## src/sv/fcf_pkg.sv

```systemverilog
// Package with shared constants, request codes and control types of the FIR filter.
`timescale 1ns / 1ps

package fcf_pkg;

  localparam int unsigned MaxTapsDefault    = 64;
  localparam int unsigned SampleBitsDefault = 24;
  localparam int unsigned AccBits           = 56;
  localparam int unsigned NumTapsWidth      = 7;
  localparam int unsigned TapIndexWidth     = 6;
  localparam int unsigned ReqWidth          = 2;

  localparam logic [ReqWidth-1:0] REQ_SAMPLE    = 2'd0;
  localparam logic [ReqWidth-1:0] REQ_COEF      = 2'd1;
  localparam logic [ReqWidth-1:0] REQ_CLEAR     = 2'd2;

  typedef struct packed {
    logic hist_clr;
    logic hist_shift;
    logic ring_rot;
  } cell_ctrl_t;

endpackage

```

## src/sv/fcf_cell.sv

```systemverilog
// One filter cell holding a coefficient and a delayed sample, linked to its neighbours.
`timescale 1ns / 1ps

module fcf_cell #(
  parameter int unsigned SAMPLE_BITS = fcf_pkg::SampleBitsDefault
) (
  input  logic                          clk_i,
  input  logic                          rst_ni,
  input  fcf_pkg::cell_ctrl_t           ctrl_i,
  input  logic                          coef_we_i,
  input  logic signed [SAMPLE_BITS-1:0] coef_wdata_i,
  input  logic signed [SAMPLE_BITS-1:0] hist_prev_i,
  input  logic signed [SAMPLE_BITS-1:0] coef_next_i,
  input  logic signed [SAMPLE_BITS-1:0] hist_next_i,
  output logic signed [SAMPLE_BITS-1:0] coef_o,
  output logic signed [SAMPLE_BITS-1:0] hist_o
);

  logic signed [SAMPLE_BITS-1:0] coef_q;
  logic signed [SAMPLE_BITS-1:0] hist_q;

  always_ff @(posedge clk_i or negedge rst_ni) begin
    if (!rst_ni) begin
      coef_q <= '0;
    end else if (coef_we_i) begin
      coef_q <= coef_wdata_i;
    end else if (ctrl_i.ring_rot) begin
      coef_q <= coef_next_i;
    end
  end

  always_ff @(posedge clk_i or negedge rst_ni) begin
    if (!rst_ni) begin
      hist_q <= '0;
    end else if (ctrl_i.hist_clr) begin
      hist_q <= '0;
    end else if (ctrl_i.hist_shift) begin
      hist_q <= hist_prev_i;
    end else if (ctrl_i.ring_rot) begin
      hist_q <= hist_next_i;
    end
  end

  assign coef_o = coef_q;
  assign hist_o = hist_q;

endmodule

```

## config.mk

```make
export PLATFORM = sky130hd
export DESIGN_NAME = fcf_cell
export DESIGN_NICKNAME = d
export VERILOG_FILES = /design/src/sv/fcf_pkg.sv /design/src/sv/fcf_cell.sv
export SDC_FILE = /design/constraint.sdc
export NUM_CORES = 1
export LEC_CHECK = 0
export ABC_AREA = 1
export BUFFER_PORTS_ARGS = -buffer_cell sky130_fd_sc_hd__buf_2
export CAP_MARGIN = 25
export CELL_PAD_IN_SITES_DETAIL_PLACEMENT = 0
export CELL_PAD_IN_SITES_GLOBAL_PLACEMENT = 1
export CORE_UTILIZATION = 29
export CTS_CLUSTER_SIZE = 8
export DETAILED_ROUTE_END_ITERATION = 10
export PLACE_DENSITY_LB_ADDON = 0.1
export REMOVE_ABC_BUFFERS = 1
export SETUP_SLACK_MARGIN = 0.5
export SKIP_LAST_GASP = 1
export SLEW_MARGIN = 20
export SYNTH_ARGS = -nofsm -noshare
export SYNTH_HDL_FRONTEND = slang
export SYNTH_SLANG_ARGS = --single-unit
export TNS_END_PERCENT = 50
```

## constraint.sdc

```tcl
create_clock -name clk_i -period 0.8 [get_ports clk_i]
set_input_delay 0.16 -clock clk_i [delete_from_list [all_inputs] [get_ports clk_i]]
set_output_delay 0.16 -clock clk_i [all_outputs]
set_load 0.02 [all_outputs]
```

==> results.yml <==
cts:
  clk-insertion-delay-late_ns: 0.29
  path_clk_slew_ns: 0.08
  cts_buffer_depth: 2
  cts_tree: "done"
  cts_htree_levels: 2
  clock-sinks: 48
  numCtsBuffers: 5
  cts_root_buffer: "clkbuf_8"
critical_path:
  worstPathMaxFanout: 2
  r2r_start: "hist_o[15]"
  end_kind: "output port"
  crit_type: "flop to output port"
  crit_buf_inv: 1
  worstPathArrival_ns: 0.84
  cpMaxStageDelayCell: "dfrtp_1"
  crit_family: "flip-flops"
  path_cells: "buf_6"
  crit_path_start_kind: "flop"
  worst_r2r_path_depth: 4
  cpPeakStageDelay_ns: 0.41
  r2r_slack_ns: -0.08
  r2r-end: "hist_o[15]"
  cp_data_required_time_ns: 0.64
cells_and_area:
  instances_no_fill: 591
  fillers: 822
  final_util_pct: 48.86
  fin_area_sq_um: 3854
  n_antenna_cell: 0
  finalNetCount: 590
  ff_latch_area_sq_um: 1201
  area_delta_synth_final_pct: 60.25
  multi_input_area_sq_um: 1042
  layout-drive-gt1-share_pct: 40.49
placed_design:
  numPortBuffers: 149
  place_inst: 557
  place_congestion: 0.7126
  hpwlAfterDp_mm: 5.145
  placed_cell_area_sq_um: 3268
  dp_worst_setup_slack_ns: -0.2708
logic_synthesis:
  yosys_warnings: 0
  ys_ff_latch: 48
  seq_area_frac_synth_pct: 49.95
  yosysUniqueCellTypes: 11
  synthesis.instances: 315
  netlist_area_sq_um: 2405
  postSynthAreaPerCell_sq_um: 7.634
timing:
  setup_tns_ns: -9.402
  hold_ws_ns: -0.1519
  fin_crit_sh_pct: 125.4
  maxSlewHeadroom_pct: 63.67
  finalCriticalPeriod_ns: 1.004
  rsz0062_at_grt: "yes"
  finalHoldViolCount: 48
  fin_skew_ns: 0
  max_freq_mhz: 996.5
  worst_slew_pin_slew_ns: 0.5437
  setup_ws_ns: -0.2035
  setup_viol: 54
  drv_slew: 0
route:
  wl_per_cell_um: 12.51
  drt-total-wl_mm: 7.392
  ant_nets: 0
  num_vias: 2623
  drcViolationCount: 0
  via_per_inst: 4.438
  drt-initial-drc-count: 42
  dr.pass1.iters: 4
grt:
  grt_pass1_wl_mm: 11.87
  track_usage_pct: 17.32
  grt_max_degree: 25
  antenna_found_initial: 0
  grt_pass1_vias: 2497
  grt_overflow_total: 0
die:
  dieArea_sq_um: 8660
  start_util_pct: 30.49
  rows: 32
  ios: 150
  coreArea_sq_um: 7888
  die_w_um: 93.06
  die_height_um: 93.06
pwr:
  ir_worst_vdd_uv: 700.5
  leakagePower_nw: 2.201
  powerDensity_nw_per_um2: 1546
  power_mw: 5.958
min_path:
  hold_class: "input port to async pin"
outcome:
  failed_checks: "hold timing, setup timing"
  outcome: "finished, violations left"
job:
  drv_cap: 0
registers in the layout (all words and copies together) (netlist names):
signal / count
coef_o: 24
hist_o: 24
layout by cell type (no fill, tap or decap):
cell / instances
clkbuf_1: 2
nor2_4: 1
nand2_1: 168
buf_4: 34
inv_2: 2
dfrtp_1: 48
inv_1: 1
buf_12: 4
clkbuf_8: 6
buf_6: 48
buf_2: 101
nor2_8: 2
nand3_1: 72
per-layer routing:
| metal | wire length (um) | track usage (%) |
|---|---|---|
| met2 | 3446 | 29.11 |
| met3 | 557 | 4.797 |
| met4 | 65 | 3.846 |
| met5 | 0 | 0 |
| met1 | 3322 | 22.15 |
synth_stat cells (all sizes together):
cell / instances / area share [%]
nand3: 72 / 15
buf: 20 / 6.1
dfrtp: 48 / 50
clkbuf: 1 / 0.16
inv: 3 / 0.47
nor2: 3 / 2.1
nand2: 168 / 26
kinds of logic (layout without fill, tap and decap cells):
kind of cell	Yosys count	after routing	share of synthesized area, %
buffers and inverters	24	198	6.711
DFF	48	48	49.95
and+or+nand+nor	243	243	43.34
what timing repair did:
| item | CTS | global route |
|---|---|---|
| buffers inserted | 12 | 14 |
| pin swaps | 0 | 0 |
| setup endpoints to repair | 96 | 96 |
| endpoints found under the hold margin | 48 | 48 |
| resized for setup | 96 | 0 |
report_power, final:
group | total, mW | internal (mW) | leakage [nW] | switching [mW]
logic | 1.73 | 0.877 | 1.55 | 0.853
clock network | 1.46 | 0.706 | 0.0455 | 0.750
registers | 2.77 | 2.62 | 0.607 | 0.151
total | 5.96 | 4.20 | 2.20 | 1.75
worst max-delay path by stage:
stage / start / endpoint / depth (start not counted)
floorplan: ctrl_i[2] / hist_o[0] / 3
global placement: coef_we_i / coef_o[0] / 4
detailed placement: coef_we_i / coef_o[4] / 4
CTS: coef_o[18] / coef_o[18] / 1
global route: hist_o[9] / hist_o[9] / 1
finish: hist_o[9] / hist_o[9] / 1
final cells by class:
type	instances	share of cell area, %
well taps	102	3.312
repair buffers	187	35.84
flip-flops and latches	48	31.17
clock buffers	8	2.338
inverters	3	0.2922
multi-input cells	243	27.05
Note: power is estimated with default switching activity, not from simulation.
