==> src/sv/fcf_pkg.sv <==
// Package with shared constants, request codes and control types of the FIR filter.
`timescale 1ns / 1ps

package fcf_pkg;

  localparam int unsigned MaxTapsDefault    = 64;
  localparam int unsigned SampleBitsDefault = 24;
  localparam int unsigned AccBits           = 56;
  localparam int unsigned NumTapsWidth      = 7;
  localparam int unsigned TapIndexWidth     = 6;
  localparam int unsigned ReqWidth          = 2;

  localparam logic [ReqWidth-1:0] REQ_SAMPLE    = 2'd0;
  localparam logic [ReqWidth-1:0] REQ_COEF      = 2'd1;
  localparam logic [ReqWidth-1:0] REQ_CLEAR     = 2'd2;

  typedef struct packed {
    logic hist_clr;
    logic hist_shift;
    logic ring_rot;
  } cell_ctrl_t;

endpackage

==> src/sv/fcf_mac.sv <==
// Multiply-accumulate unit with rounding and saturation of the final sum.
`timescale 1ns / 1ps

module fcf_mac #(
  parameter int unsigned SAMPLE_BITS = fcf_pkg::SampleBitsDefault
) (
  input  logic                          clk_i,
  input  logic                          rst_ni,
  input  logic                          start_i,
  input  logic                          mul_en_i,
  input  logic signed [SAMPLE_BITS-1:0] coef_i,
  input  logic signed [SAMPLE_BITS-1:0] hist_i,
  output logic        [SAMPLE_BITS-1:0] sample_o,
  output logic                          clip_o
);

  localparam int unsigned AccW  = fcf_pkg::AccBits;
  localparam int unsigned ProdW = 2 * SAMPLE_BITS;
  localparam int unsigned Frac  = SAMPLE_BITS - 1;
  localparam logic signed [AccW:0] MaxV = (AccW+1)'((64'sd1 <<< Frac) - 64'sd1);
  localparam logic signed [AccW:0] MinV = (AccW+1)'(-(64'sd1 <<< Frac));
  localparam logic signed [AccW:0] Half = (AccW+1)'(64'sd1 <<< (Frac - 1));

  logic signed [ProdW-1:0] prod_q;
  logic                    prod_en_q;
  logic signed [AccW-1:0]  acc_q;
  logic signed [AccW:0]    rnd;
  logic signed [AccW:0]    quo;

  always_ff @(posedge clk_i) begin
    prod_q <= coef_i * hist_i;
  end

  always_ff @(posedge clk_i or negedge rst_ni) begin
    if (!rst_ni) begin
      prod_en_q <= 1'b0;
      acc_q     <= '0;
    end else begin
      prod_en_q <= mul_en_i;
      if (start_i) begin
        acc_q <= '0;
      end else if (prod_en_q) begin
        acc_q <= acc_q + AccW'(prod_q);
      end
    end
  end

  always_comb begin
    rnd = (AccW+1)'(acc_q) + Half;
    quo = rnd >>> Frac;
    if (quo > MaxV) begin
      sample_o = MaxV[SAMPLE_BITS-1:0];
      clip_o   = 1'b1;
    end else if (quo < MinV) begin
      sample_o = MinV[SAMPLE_BITS-1:0];
      clip_o   = 1'b1;
    end else begin
      sample_o = quo[SAMPLE_BITS-1:0];
      clip_o   = 1'b0;
    end
  end

endmodule

==> config.mk <==
export PLATFORM = sky130hd
export DESIGN_NAME = fcf_mac
export DESIGN_NICKNAME = d
export VERILOG_FILES = /design/src/sv/fcf_pkg.sv /design/src/sv/fcf_mac.sv
export SDC_FILE = /design/constraint.sdc
export NUM_CORES = 2
export LEC_CHECK = 0
export ABC_CLOCK_PERIOD_IN_PS = 3500
export BUFFER_PORTS_ARGS = -buffer_cell sky130_fd_sc_hd__clkbuf_2
export CORE_MARGIN = 4
export CORE_UTILIZATION = 63
export DETAILED_ROUTE_END_ITERATION = 10
export PLACE_DENSITY_LB_ADDON = 0.1
export SLEW_MARGIN = 20
export SYNTH_ARGS = -nofsm -noshare
export SYNTH_HDL_FRONTEND = slang
export SYNTH_SLANG_ARGS = --single-unit
==> constraint.sdc <==
create_clock -name clk_i -period 3.5 [get_ports clk_i]
set_input_delay 0.525 -clock clk_i [delete_from_list [all_inputs] [get_ports clk_i]]
set_output_delay 0.525 -clock clk_i [all_outputs]
set_load 0.1 [all_outputs]
==> summary by stage <==
Drt
The routed layout has 22690 vias. The first detailed-routing pass ran for 5 iterations. After detailed routing, the number of remaining DRC violations is 0. After detailed routing, the number of vias per cell comes to 5.59. The detailed router finished its first iteration with 1618 violations. Wires add up to 76.5 mm. After detailed routing, the average wire length per cell comes to 18.9 um. The remaining antenna violation count after routing is 0.

Timing
Static timing analysis puts the maximum clock frequency at 152 MHz. The final max-slew violation count is 0. The worst pin sits at a relative slew slack of 34.8%. The number of setup violations in the final report is 65.

Setup repair after global routing could not meet its margin everywhere. After layout, the minimum clock period comes to 6.60 ns. The slack of the critical path is -3.10 ns. The hold violation count in the final report was 0.

The measured slew at the worst slew-check pin is 0.978 ns. Clock skew on the completed layout was measured at 0.0147 ns. Of the available clock period, the critical path in the final layout requires 189%.

Floorplan
The total I/O pin count is 77. The die covers 48500 um2. The initial utilization of the core area, before any placement, comes to 64.0%. The count of standard-cell rows is 77. The floorplan step set the die width to 220 um. After floorplanning, the core was sized to cover 44300 um2. Measured along the y axis, the die boundary spans 220 um.

Setup path
In this run the worst path has a maximum fanout of 7. The worst setup path category is in2reg. The worst register-to-register path has a setup slack of 0.08 ns.

The kind of start point of the critical path is an input pin. The critical path starts at hist_i[13]. The worst register-to-register path has a depth of 15. The end point of the critical path is prod_q[44]. The worst setup path is captured at a register.

The launch point of the worst reg-to-reg path is acc_q[0]. The capture instance of the worst register-to-register path is acc_q[52]. The critical path arrival is 6.82 ns. For the worst setup path, the data required time is 3.73 ns.

Synth
Summed over all instances, the cell type with the most area after synthesis is fa_1. The fraction of synthesized cell area taken by the top area cell type is 42.9%. The commonest cells after synthesis are 678 x inv_1, 608 x fa_1, 342 x nand2_1, 279 x and2_1, 190 x ha_1.

The number of standard cells after synthesis is 3144. When the netlist entered floorplanning its net count stood at 3994. Among all flip-flop cells after synthesis, the most frequent one is dfrtp_1. The count of cell types in the netlist is 78. In this run, synthesis inferred 0 flip-flops with an integrated enable. In the post-synthesis netlist, the biggest area contributors are fa_1 43%, inv_1 9.0%, ha_1 8.4%, and2_1 6.2%, dfrtp_1 5.0%. Counting flops with an async set or reset pin after synthesis yields a share of 54.3%. Synthesis inferred 105 register bits. The cell area that synthesis handed to floorplanning was 28400 um2. inv_1 is the most common cell in the netlist.

Each instance of the synthesized netlist takes up on average 9.02 um2. Summing the sequential cell areas from Yosys gives 8.42% of the chip area. The Yosys step of the flow raised 0 warnings.

Finish
The flip-flop and latch area is 2390 um2. The utilization after layout is 78.4%. The share of post-route cells with drive strength above 1 is 22.1%. The summed area of non-filler cells in the final layout is 34800 um2. The multi-input combinational cells in the finished layout cover a total of 24400 um2. Relative to the synthesized area, the layout overhead comes to 22.5%. For this run, the post-layout net count is 4308. The layout has 2900 filler cells.

Job
Max-cap violations in this run came to 0.

Run status
The flow ran to the end, but the final reports show violations. The final reports fail on negative setup slack.

Global route
Entering global routing, the biggest net connects 40 pins. The first global-routing pass estimated 126 mm of wire. The number of antenna violations at the first check in global routing came to 1. Global routing used 32.6% of the available tracks. The via count of the first global-routing pass is 24957. Summed over all layers, the global routing overflow is 0.

Placement
The count of buffers from port buffering is 76. The placed standard-cell area is 32700 um2. At the end of routability-driven placement, the weighted congestion stood at 0.937. The detailed placement HPWL is 62.6 mm.

Hold path
The hold-critical path depth is 1. In this run the worst hold path is classified as in2reg.

Clocking
The clock passes through at most 2 buffers. The CTS tree is yes. The later pin in the worst-skew pair is clocked with a latency of 0.36 ns. After clock tree synthesis, the clock-pin slew on the worst setup and hold paths is 0.07 ns. The number of sinks driven by the clock tree is 105.

The hold buffer count at CTS is 0. The H-tree generated during clock tree synthesis spans 3 levels. The CTS root buffer is clkbuf_16. The number of buffers inserted during clock tree synthesis is 9.
## per-layer routing
metal  up-vias  share of wire [%]  global-route usage (%)
li1      10202                  -                       -
met1     11435                 41                    44.5
met2       900                 48                    53.9
met3       151                7.9                    6.33
met4         2                2.6                    8.88
met5         -              0.025                       0
## worst max-delay path, stage by stage
cell and delay (ns):
buf_6 0.13, and2_4 0.14, fa_1 0.54, inv_2 0.04, fa_1 0.51, inv_2 0.05
fa_1 0.58, fa_1 0.46, fa_1 0.51, fa_1 0.50, inv_1 0.05, fa_1 0.50
inv_2 0.05, ha_4 0.21, a21o_1 0.15, a21o_1 0.18, a21oi_2 0.15, o21ai_1 0.09
a31o_2 0.26, a311oi_4 0.35, o31ai_4 0.10, a21bo_1 0.22, a21boi_2 0.17, mux2i_1 0.21
o2111ai_1 0.11
## cell usage in the layout, fill, tap and decap left out, types with 14 or more instances in the layout
master and count:
xnor2_1 73, a21oi_4 26, dfrtp_1 56, nand3_1 31, clkbuf_16 18, and2_4 51, inv_1 637, buf_12 48
nor2b_1 27, fa_2 31, nor2_1 100, nand4_1 21, a21o_1 48, buf_4 297, inv_2 40, fa_1 577
a21oi_2 26, and3_1 16, mux2i_1 39, nand2b_1 23, ha_1 154, xor2_1 37, dfxtp_1 48, o21a_1 14
ha_4 32, buf_6 45, o21bai_1 19, nand2_1 328, a21oi_1 73, o21ai_1 14, o21ai_0 32, and2_1 228
## kinds of logic (layout without fill, tap and decap cells)
family                   count (synthesis)  in the layout  share of synthesized area, %
AND/OR/NAND/NOR                        905            905                          16.0
buffers and inverters                  816           1135                          10.9
adder cells (fa/ha/maj)                798            798                          51.3
AO/OA/AOI/OAI                          360            360                          8.32
XOR/XNOR                               119            119                          3.67
flip-flops                             105            105                          8.42
multiplexers                            41             41                          1.46
other                                    0              1                             0
## how the worst min path moves through the flow
stage	from	endpoint	slack [ns]
global placement	acc_q[0]	acc_q[0]	0.51
global route	mul_en_i	prod_en_q	0.26
CTS	mul_en_i	prod_en_q	0.26
floorplan	rst_ni	acc_q[0]	0.23
finish	mul_en_i	prod_en_q	0.27
detailed placement	acc_q[3]	acc_q[3]	0.52
## sequential cells by signal, indices dropped and copies added (netlist names)
name and flops:
acc_q 56, prod_q 48, prod_en_q 1
## metrics by stage
step | hold WS [ns] | cells | worst slack [ns] | setup TNS [ns]
floorplan | 0.229 | 3144 | -2.99 | -88.45
global placement | 0.506 | 3987 | -3.47 | -113.17
detailed placement | 0.519 | 3987 | -3.54 | -116.40
CTS | 0.264 | 4034 | -3.02 | -96.47
global route | 0.264 | 4055 | -3.30 | -113.11
finish | 0.272 | 4056 | -3.10 | -101.91
## final cells by class
cell class | count | area share, %
multi-input combinational | 2223 | 70.1
clock inverter | 4 | 0.148
timing repair buffer | 441 | 12.7
tap | 592 | 2.13
inverter | 678 | 7.33
clock buffer | 12 | 0.709
sequential | 105 | 6.87
antenna | 1 | 0.00720
## timing repair
action / CTS / global route
setup endpoints to repair: 69 / 71
resized for setup: 170 / 161
pin swaps: 51 / 107
buffers inserted: 24 / 32
gates cloned: 7 / 3
Power is not shown: default switching activity piles up to over one toggle a cycle in this logic, so the estimate is an artifact.
